## config.mk

```make
export PLATFORM = sky130hd
export DESIGN_NAME = kls_cell
export DESIGN_NICKNAME = d
export VERILOG_FILES = /design/src/rtl/kls_pkg.sv /design/src/rtl/kls_cell.sv
export SDC_FILE = /design/constraint.sdc
export NUM_CORES = 1
export LEC_CHECK = 0
export ABC_AREA = 1
export BUFFER_PORTS_ARGS = -buffer_cell sky130_fd_sc_hd__clkbuf_2
export CORE_AREA = 2 2 51 101
export CTS_BUF_LIST = sky130_fd_sc_hd__clkbuf_4 sky130_fd_sc_hd__clkbuf_8
export DETAILED_ROUTE_END_ITERATION = 16
export DIE_AREA = 0 0 53 103
export HOLD_SLACK_MARGIN = 0.12
export PLACE_DENSITY = 0.87
export SYNTH_ARGS = -nofsm -noshare
export SYNTH_HDL_FRONTEND = slang
export SYNTH_SLANG_ARGS = --single-unit
```

## constraint.sdc

```tcl
create_clock -name clk -period 3.4 [get_ports clk]
set_input_delay 0.17 -clock clk [delete_from_list [all_inputs] [get_ports clk]]
set_output_delay 0.17 -clock clk [all_outputs]
set_load 0.05 [all_outputs]
```

## src/rtl/kls_pkg.sv

```systemverilog
// Package for the running Kth-largest selector.
// Holds the word type, the per-cell control struct and the register map.
// Depends on nothing.
package kls_pkg;

  // One stream word, two's complement
  typedef logic signed [31:0] value_t;

  // Control handed to every cell of the sorted chain
  typedef struct packed {
    logic load;     // a word is being inserted this cycle
    logic occ;      // this cell holds a kept value
    logic prev_ge;  // left neighbour holds a value >= the new word
  } cell_ctl_t;

  // Register map
  localparam int          PADDR_W       = 3;
  localparam int          KEEP_W        = 7;
  localparam logic        REG_KEEP_SLOT = 1'b0;  // word slot of keep_count
  localparam logic [KEEP_W-1:0] KEEP_RESET = 7'd1;

endpackage

```

## src/rtl/kls_cell.sv

```systemverilog
// One cell of the sorted chain: holds one kept value, largest first.
// Compares against the incoming word and takes either it or its left
// neighbour's value on insertion. Depends on kls_pkg.
module kls_cell import kls_pkg::*; (
  input  logic      clk,
  input  cell_ctl_t ctl,
  input  value_t    new_value,
  input  value_t    prev_val,
  output value_t    val,
  output logic      ge
);

  // held value ranks at or above the incoming word
  assign ge = ctl.occ && (val >= new_value);

  // cells past the insertion point shift right; the first one takes the word
  always_ff @(posedge clk) begin
    if (ctl.load && !ge) begin
      val <= ctl.prev_ge ? new_value : prev_val;
    end
  end

endmodule

```

==> summary.md <==
| Metric | Value |
|---|---|
| Hold-fix buffers, CTS | 0 |
| Mapped Cells | 248 |
| Fin Setup TNS | 0 ns |
| Placed Area | 2750 µm² |
| Worst EP arrival | 2.69 ns |
| Simple-gate share of the synthesized area | 15.3% |
| Reg2reg path depth | 10 |
| Die footprint | 5460 µm² |
| Compound-cell area share of the yosys netlist | 13.0% |
| VDD IR max | 0.393 mV |
| CTS sink cnt | 32 |
| Num ports | 101 |
| RSZ-0062 raised after global routing | false |
| Power Dens Cells | 412 nW/µm² |
| Post-synth EDFFs | 32 |
| PortBufs | 100 |
| Commonest cells in the synthesized netlist | a21oi_1, inv_1, nor2_1 |
| Wire per inst | 11.9 µm |
| Core area | 4730 µm² |
| Largest family of logic cells by synthesized area | adder cells |
| Post-synthesis cell area | 2180 µm² |
| Initial antenna violation count | 0 |
| Synth top area cells | edfxtp_1, ha_1, a21oi_1 |
| HPWL after DPL | 4100 µm |
| Leak Pwr | 1.51 nW |
| Crit. Startpoint | val[31] |
| CTS buffer count | 5 |
| Status | completed |
| # nets final | 450 |
| Finished Cell Area | 2830 µm² |
| Worst skew pair latency | 0.29 ns |
| Routed wire length | 4870 µm |
| Max reg flops | 32 |
| Root buffer cell | clkbuf_8 |
| Startpoint Class | register |
| Post-Synth Adder-Cell Area | 18.4% |
| Pin count of the biggest net entering global routing | 64 |
| Synthesized area per cell | 8.78 µm² |
| Worst slew margin | 24.0% |
| CP Class | reg -> reg |
| Worst-path clk slew | 0.06 ns |
| GR Overflow Total | 0 |
| Drt pass-1 iters | 4 |
| Syn nets | 348 |
| Initial DRC count | 33 |
| Top Registers | val x32 |
| Commonest register cell after synthesis | edfxtp_1 |
| Final min period | 2.70 ns |
| Fmax | 371 MHz |
| CP endpoint kind | register |
| CTS tree | built |
| Dominant cell by count in the synthesized netlist | a21oi_1 |
| Final Hold Vio Count | 0 |
| Clk_skew | 0.00749 ns |
| Reg-to-reg slack, setup | 0.70 ns |
| Synth warn | 0 |
| Worst-path fanout max | 20 |
| Vias in the first global route | 1911 |
| HP Class | in -> reg |
| Max clock buf depth | 2 |
| Post-Synth XOR/XNOR Area | 0% |
| Critical Path Sink | val[26] |
| Seq cells post-synth | 32 |
| Layout cells sized above 1 | 33.6% |
| Ratio of final minimum period to clock period | 79.3% |
| Worst R2R End | val[26] |
| GPL Wtd Cong | 0.737 |
| Synth area leader | edfxtp_1 |
| Antenna Nets Post-Route | 0 |
| Die H | 103 µm |
| Drt drc | 0 |
| Synth top area share | 44.1% |
| Final setup viols | 0 |
| First-pass GRT wire length | 7790 µm |
| H-tree depth | 2 |
| Total number of vias | 2011 |
| Setup bufs post-CTS | 0 |
| Row Count | 36 |
| Reg2reg start | val[31] |
| Distinct cells, synth | 22 |
| Area grow syn2layout | 30.1% |
| Post_cts resized | 0 |
| Most flop-heavy register | val |
| Initial core utilization | 46.0% |
| Ys async rst share | 0% |
| Mux contribution to synthesized area | 0.517% |
| Slew Limit Fails | 0 |
| CP required | 3.39 ns |
| DIE WIDTH | 53 µm |
| Vias/cell | 4.93 |
| Sequential-to-total area share from yosys stat | 44.1% |
| Worst Tran Pin Value | 1.14 ns |
| All-Layer GR Usage | 19.1% |
| Diode count | 0 |
| Max Cap Viol | 0 |
[critical path: stages (launching register included)]
cell and delay (ns):
edfxtp_1 0.41, ha_1 0.36, nand2_2 0.08, nor2_2 0.14
nand2_2 0.07, nor3b_2 0.22, nand2_1 0.11, nand3_1 0.09
nand3_2 0.11, a21oi_4 0.54, buf_4 0.28
[final cells by class]
class	count	area, µm²
Clock inverter	1	3.75
Clock buffer	7	83.8
Fill cell	413	1900
Timing Repair Buffer	102	515
Inverter	43	161
Tap cell	57	71.3
Multi-Input combinational cell	166	1040
Sequential cell	32	961
[cell families after synthesis]
| family | after synthesis |
|---|---|
| fa+ha+maj | 32 |
| mux | 1 |
| buf+inv | 50 |
| simple gates | 80 |
| compound gates | 53 |
| flops | 32 |
[placed cells by master, fill, tap and decap left out, types with 2 or more instances in the layout]
master	count
nand2_2	2
clkbuf_4	2
a21o_1	2
buf_4	2
clkinv_1	2
o21ai_0	2
a21oi_1	44
inv_1	42
nand4_1	3
clkbuf_8	5
nor2_1	38
edfxtp_1	32
clkbuf_2	100
nand3_1	2
nand2_1	32
ha_1	32
[report_power, final]
group	leakage, nW	switching [mW]	total (mW)	internal (mW)
combinational	1.16	0.258	0.379	0.121
sequential	0.303	0.0190	0.500	0.481
clock	0.0467	0.129	0.287	0.158
[metal layers]
metal  GRT usage (%)  share of wire [%]
met4            7.10                1.6
met2            34.1                 48
met5               0                  0
met1            21.4                 42
met3            4.20                9.0
[metrics by stage]
step                setup WS [ns]  util [%]  hold slack (ns)  total power [mW]  instances
floorplan                   0.308         -            0.390             0.773        248
global placement            0.785      58.0            0.481             0.876        400
detailed placement          0.684      58.0            0.491             0.890        400
CTS                         0.678      59.9            0.198              1.17        408
global route                0.477      59.9            0.213              1.22        408
finish                      0.703      59.9            0.198              1.17        408
[how the worst min path moves through the flow]
stage | end | from | slack (ns) | depth (start not counted)
global placement | val[21] | prev_val[21] | 0.48 | 3
CTS | val[0] | prev_val[0] | 0.20 | 2
global route | val[0] | prev_val[0] | 0.21 | 2
detailed placement | val[0] | prev_val[0] | 0.49 | 2
finish | val[0] | prev_val[0] | 0.20 | 2
floorplan | val[0] | prev_val[0] | 0.39 | 1
No activity file was read; power rests on OpenSTA's default activity.
